**src/page_mapped_ftl_with_compaction_macros.svh**
```systemverilog
// ---------------------------------------------------------------------------
// FTL assertion macros
// Concurrent assertion helpers, clocked on clk_i and quiet during reset.
// ---------------------------------------------------------------------------
`ifndef PAGE_MAPPED_FTL_WITH_COMPACTION_MACROS_SVH
`define PAGE_MAPPED_FTL_WITH_COMPACTION_MACROS_SVH
`ifndef SYNTHESIS
// same-cycle implication
`define FTL_ASSERT_NOW(label, ante, cons) \
  label: assert property (@(posedge clk_i) disable iff (!rst_ni) (ante) |-> (cons)) \
    else $error("assertion failed");
// next-cycle implication
`define FTL_ASSERT_NEXT(label, ante, cons) \
  label: assert property (@(posedge clk_i) disable iff (!rst_ni) (ante) |=> (cons)) \
    else $error("assertion failed");
`else
`define FTL_ASSERT_NOW(label, ante, cons)
`define FTL_ASSERT_NEXT(label, ante, cons)
`endif
`endif

```
**src/ftl_ram.sv**
```systemverilog
// ---------------------------------------------------------------------------
// FTL generic RAM
// One write port, one read port, read data registered.
// ---------------------------------------------------------------------------
`timescale 1ns / 1ps
module ftl_ram #(
  parameter int Width = 8,
  parameter int Depth = 64
) (
  input  logic                     clk_i,
  input  logic                     we_i,
  input  logic [$clog2(Depth)-1:0] waddr_i,
  input  logic [Width-1:0]         wdata_i,
  input  logic                     re_i,
  input  logic [$clog2(Depth)-1:0] raddr_i,
  output logic [Width-1:0]         rdata_o
);
  logic [Width-1:0] mem_q [Depth];

  always_ff @(posedge clk_i) begin
    if (we_i) begin
      mem_q[waddr_i] <= wdata_i;
    end
    if (re_i) begin
      rdata_o <= mem_q[raddr_i];
    end
  end
endmodule

```
**config.mk**
```make
export PLATFORM = sky130hd
export DESIGN_NAME = ftl_ram
export DESIGN_NICKNAME = d
export VERILOG_FILES = /design/src/page_mapped_ftl_with_compaction_macros.svh /design/src/ftl_ram.sv
export SDC_FILE = /design/constraint.sdc
export NUM_CORES = 1
export LEC_CHECK = 0
export BUFFER_PORTS_ARGS = -buffer_cell sky130_fd_sc_hd__buf_2
export CAP_MARGIN = 20
export CORE_MARGIN = 3
export CORE_UTILIZATION = 40
export CTS_CLUSTER_DIAMETER = 30
export DETAILED_ROUTE_END_ITERATION = 7
export MAX_ROUTING_LAYER = met4
export PLACE_DENSITY = 0.63
export SYNTH_ARGS = -nofsm -noshare
export SYNTH_HDL_FRONTEND = slang
export SYNTH_SLANG_ARGS = --single-unit
export TNS_END_PERCENT = 10
```
**constraint.sdc**
```tcl
create_clock -name clk_i -period 6.4 [get_ports clk_i]
set_input_delay 0.64 -clock clk_i [delete_from_list [all_inputs] [get_ports clk_i]]
set_output_delay 0.64 -clock clk_i [all_outputs]
set_load 0.02 [all_outputs]
```
==> results of run 1 <==
[power breakdown]
| part | total [mW] | switching (mW) | internal, mW | leakage [nW] |
|---|---|---|---|---|
| combinational | 0.345 | 0.216 | 0.129 | 1.51 |
| sequential | 3.79 | 0.0108 | 3.78 | 4.69 |
| clock | 4.46 | 1.66 | 2.80 | 1.36 |
[flip-flops by register name (all words and copies together) (netlist names)]
name / count
mem_q: 512
rdata_o: 8
[cell usage in the layout, fill, tap and decap left out, types with 4 or more instances in the layout]
master	n
edfxtp_1	520
mux4_2	126
clkbuf_16	85
nor2_1	83
buf_2	27
mux2i_1	23
nand2_1	19
inv_6	19
nor2b_1	14
mux2_2	13
nand3_1	13
buf_4	12
clkinv_4	10
clkinvlp_4	9
o221ai_1	8
o22ai_1	8
bufinv_16	8
clkinv_1	8
nand2b_1	7
nor3_1	7
clkinv_2	7
a221oi_1	6
buf_12	6
a211oi_1	4
[metal layers]
metal / up-vias / GRT usage / part of all wire
met4: 0 / 0.0719 / 0.033
met2: 387 / 0.267 / 0.47
met1: 5180 / 0.236 / 0.41
met5: - / - / 0
li1: 4136 / - / -
met3: 94 / 0.0426 / 0.081
[path summary, 6_finish.rpt]
kind	from	to	slack, ns	cells past startpoint
max	raddr_i[0]	rdata_o[1]$_DFFE_PP_	3.40	7
min	re_i	rdata_o[4]$_DFFE_PP_	0.40	1
max reg2reg	mem_q[3][3]$_DFFE_PP_	rdata_o[3]$_DFFE_PP_	4.02	4
min reg2reg	mem_q[22][1]$_DFFE_PP_	rdata_o[1]$_DFFE_PP_	0.91	4
[metrics by stage]
stage	area, um^2	hold WS, ns	total power [mW]	util	std cells
CTS	23900	0.374	8.67	0.483	1750
global placement	21000	0.894	4.20	0.425	1594
global route	24000	0.398	8.85	0.484	1756
finish	24000	0.398	8.60	0.484	1756
detailed placement	21100	0.897	4.21	0.426	1596
floorplan	20200	0.739	4.06	-	940
[critical path, stage by stage]
cell and delay (ns):
clkbuf_8 0.52, buf_4 0.61, mux4_2 0.61, mux4_2 0.46, nor2_1 0.15, nor3_1 0.11
o2bb2ai_1 0.15
[cell families after synthesis]
group,count (synthesis),share of synthesized area
AND/OR/NAND/NOR,153,0.0337
buffers and inverters,51,0.0156
flip-flops,520,0.771
AO/OA/AOI/OAI,54,0.0206
multiplexers,162,0.159
[layout make-up]
type / instances / area (um^2)
well taps: 664 / 831
diodes: 3 / 7.51
flip-flops and latches: 520 / 15600
fillers: 4012 / 25500
repair buffers: 46 / 359
multi-input cells: 369 / 4320
clock inverters: 66 / 693
clock buffers: 88 / 2140
==> metrics.txt, run 1 <==
status=finished clean; Die Ht=231 um; Period minus WS final=3.00 ns; Max VDD drop=0.205 mV; CP Class=in2reg; Yosys cell types=39; post-CTS resize count=0; initial antenna violation count=4; crit share post-route=0.469; Max Buffers Root-to-Sink=3; Die X=231 um; CTS root buf=clkbuf_16; cell accounting for the most synthesized area=edfxtp_1; worst slew pin tran=1.11 ns; clk_lat worst skew=0.61 ns; CTS tree=yes; Hold Fails Final Rpt=0; Ys Warns=0; most common flop cell mapped by yosys=edfxtp_1; EDFF count, synth=520; Placer Congestion=0.828; initial core utilization=0.409; Critical Path AT=3.35 ns; final layout net count=1043; Synth area leaders=edfxtp_1, mux4_2, nor2_1, mux2i_1, mux2_2; DR vias=9797; area share of the largest cell type after synthesis=0.771; core area=49500 um^2; H-tree levels=3; Crit Path Max Fanout=53; Max transition margin=0.241; 1st-pass router iterations=6; Sink Count=520; fmax=0.333 GHz; Worst setup EP type=register; final setup margin=3.40 ns; max cap viols=0; Seq/Total Area, Yosys=0.771; largest net degree at the start of global routing=65; Avg Inst Size Synth=21.5 um^2; TritonCTS Buffers=83; CTS clock-pin slew for the worst setup and hold paths=0.06 ns; asr flop ratio synth=0; # IOs=31; Antenna Violating Nets Remaining=0; most common cell in the netlist=edfxtp_1; hpwl dp=26.3 mm; total wire length=45.2 mm; total gr overflow=0; Syn Nets=963; DRC viols=0; FP Rows=81; Final Max Tran Viols=0; LEAKAGE=7.56 nW; Mapped Area=20200 um^2; RSZ-0062 raised after global routing=no; synthesized instance count=940; Critical Path RT=6.75 ns; share of layout cells above drive strength 1=0.303; PD cells=359 nW/um^2; CTS Hold Bufs=0; Layout area overhead=18.3%; vias in the first global route=10.1k; die area=53400 um^2; initial DRC count=1080; I/O Buffers=30; wire length per cell=25.8 um; postcts setup bufs=0; first-pass GRT wire length=67.6 mm; skew final=0.0276 ns; Worst setup SP type=input port; Hold Path Class=in2reg; final setup fails=0; setup TNS=0 ns; All-Layer GR Usage=0.178; Commonest cells post-synth=edfxtp_1, mux4_2, nor2_1; Vias per Instance=5.58; pre-CTS setup slack=2.70 ns; #FFs+latches synth=520
No activity file was read; power rests on OpenSTA's default activity.
==> run 2: changes to the inputs <==
- ABC_AREA: not set -> 1
- PLACE_DENSITY: 0.63 -> 0.65
- clock period: 6.4 -> 2.45 ns (I/O delays scaled with it)
==> run 2 against run 1 <==
Non-clock buffer count grew 94. Critical path depth grew 1. Total power grew to 2.9 times the previous value. Cell area grew 9.5%. Register-to-register slack lost 3.2 ns. Sequential cell count is the same. Sequential share of layout area shrank 5.7 points. Area after synthesis grew 5.8%. Synthesized cell count grew 92%. Combinational power grew to 3.5 times the previous value. Worst setup slack lost 2.5 ns. Sequential power grew to 2.6 times the previous value. Critical path type is now reg2reg. Critical endpoint is now rdata_o[4]$_DFFE_PP_. Largest power group unchanged.
==> metrics.txt, run 2 <==
Period minus WS final=1.59 ns; commonest non-fill, non-tap cell in the layout=nand2_1; total wire length=56.9 mm (+26%); final layout net count=1963 (+88%); area share of the largest cell type after synthesis=0.729 (-0.0422); worst slew pin tran=0.875 ns (-0.235 ns); #FFs+latches synth=520 (unchanged); Most flops, register=mem_q; Die X=237 um (+2.8%); post-CTS resize count=0 (unchanged); share of layout cells above drive strength 1=0.153 (-0.150); largest registers=mem_q: 512 flops, rdata_o: 8 flops; most common cell in the netlist=nand2_1; first-pass GRT wire length=87.7 mm (+30%); postcts setup bufs=0 (unchanged); total gr overflow=0 (unchanged); vias in the first global route=14.6k (+44%); Post-DP Area=22600 um^2 (+7.5%); register area=15600 um^2 (unchanged); Placer Congestion=0.880 (+6.3%); Seq/Total Area, Yosys=0.729 (-0.0422); 1st-pass router iterations=7 (+1); status=finished clean; Critical Path RT=2.83 ns (-3.92 ns); CTS root buf=clkbuf_16; core area=52800 um^2 (+6.7%); most common flop cell mapped by yosys=edfxtp_1; EDFF count, synth=520 (unchanged); All-Layer GR Usage=0.210 (+0.0319); CTS tree=yes; Max VDD drop=0.580 mV (+180%); crit share post-route=0.648; final setup fails=0 (unchanged); H-tree levels=3 (unchanged); # IOs=31 (unchanged); PD cells=957 nW/um^2 (+170%); Crit Path Max Fanout=1 (-98%); max FFs per register=512 (unchanged); CTS Hold Bufs=1 (+1); Antenna Violating Nets Remaining=0 (unchanged); wire length per cell=20.9 um (-19%); worst hold slack=0.0390 ns (-0.359 ns); fmax=0.630 GHz; DRC viols=0 (unchanged); largest net degree at the start of global routing=85 (+31%); hpwl dp=33.2 mm (+26%); Critical Path AT=1.96 ns (-1.39 ns); max cap viols=0 (unchanged); asr flop ratio synth=0 (unchanged); Multi-input gate area=4950 um^2 (+15%); Yosys cell types=15 (-62%); TritonCTS Buffers=106 (+28%); LEAKAGE=9.70 nW (+28%); initial core utilization=0.406 (-0.00341); initial DRC count=1601 (+48%); Layout area overhead=22.5%; DR vias=14.7k (+50%); clk_lat worst skew=0.63 ns (+0.02 ns); synthesized instance count=1805 (+92%); initial antenna violation count=5 (+1); CTS clock-pin slew for the worst setup and hold paths=0.05 ns (about the same); final setup margin=0.863 ns (-2.54 ns); skew final=0.0298 ns (+0.00215 ns); Hold Path Class=in2reg; Hold Fails Final Rpt=0 (unchanged); Max transition margin=0.417 (+0.176); Synth area leaders=edfxtp_1, nand2_1, nand3_1, buf_6, nor2_1; Vias per Instance=5.39 (-3.3%); Sink Count=520 (unchanged); Avg Inst Size Synth=11.9 um^2 (-45%); Commonest cells post-synth=nand2_1, edfxtp_1, nand3_1; FP Rows=84 (+3.7%); RSZ-0062 raised after global routing=no; CP Class=reg2reg; most frequent cells in the layout=nand2_1, edfxtp_1, nand3_1; final instance area=26200 um^2 (+9.5%); Mapped Area=21400 um^2 (+5.8%); pre-CTS setup slack=0.407 ns (-2.29 ns); Worst setup SP type=register; Worst setup EP type=register; Die Ht=237 um (+2.8%); I/O Buffers=30 (unchanged); Syn Nets=1828 (+90%); setup TNS=0 ns (unchanged); cell accounting for the most synthesized area=edfxtp_1; Final Max Tran Viols=0 (unchanged); die area=56400 um^2 (+5.6%); fillers=4540 (+13%); Max Buffers Root-to-Sink=3 (unchanged); Ys Warns=0 (unchanged)
## run 2: critical path, cell delays in order, from the launching register on
cell,delay (ns)
edfxtp_1,0.35
nand2_1,0.07
nand3_1,0.09
nand3_1,0.18
nand2_1,0.10
nand2_1,0.08
nand3_1,0.17
nand3_1,0.23
nand2_1,0.08
## run 2: where the power goes
| group | switching (mW) | internal (mW) | leakage (nW) |
|---|---|---|---|
| sequential | 0.0254 | 9.89 | 4.69 |
| combinational | 0.898 | 0.318 | 3.34 |
| clock | 4.66 | 9.31 | 1.68 |
## run 2: worst paths after layout
check	start	to	cells after the start	slack (ns)
max	mem_q[27][4]$_DFFE_PP_	rdata_o[4]$_DFFE_PP_	8	0.86
max reg2reg	mem_q[27][4]$_DFFE_PP_	rdata_o[4]$_DFFE_PP_	8	0.86
min reg2reg	mem_q[60][1]$_DFFE_PP_	rdata_o[1]$_DFFE_PP_	8	0.88
min	wdata_i[5]	mem_q[31][5]$_DFFE_PP_	1	0.04
## run 2: area by class of cell
| class | instances | share of cell area |
|---|---|---|
| Sequential cell | 520 | 0.595 |
| Multi-Input combinational cell | 1160 | 0.189 |
| Clock buffer | 114 | 0.103 |
| Timing Repair Buffer | 140 | 0.0455 |
| Tap cell | 688 | 0.0328 |
| Clock inverter | 79 | 0.0321 |
| Inverter | 12 | 0.00200 |
| Antenna cell | 8 | 0.000763 |
## run 2: routing by layer
metal | wire [um] | up-vias | GRT usage
met5 | 0 | - | -
met3 | 5570 | 151 | 0.0498
met1 | 23400 | 7111 | 0.281
met2 | 25900 | 728 | 0.312
met4 | 1960 | 0 | 0.0813
li1 | - | 6686 | -
## run 2: logic make-up (layout without fill, tap and decap cells)
family	Yosys count	after routing	synth area share
buffers and inverters	125	345	0.0401
other	0	8	0
DFF	520	520	0.729
and+or+nand+nor	1160	1160	0.231
## run 2: metrics by stage
| step | std cells | utilization | power [mW] |
|---|---|---|---|
| 4_1_cts | 2712 | 0.496 | 25.3 |
| 5_1_grt | 2718 | 0.497 | 25.8 |
| 6_report | 2721 | 0.497 | 25.1 |
| 3_3_place_gp | 2518 | 0.429 | 11.3 |
| 3_5_place_dp | 2518 | 0.429 | 11.3 |
| 2_1_floorplan | 1805 | - | 10.8 |
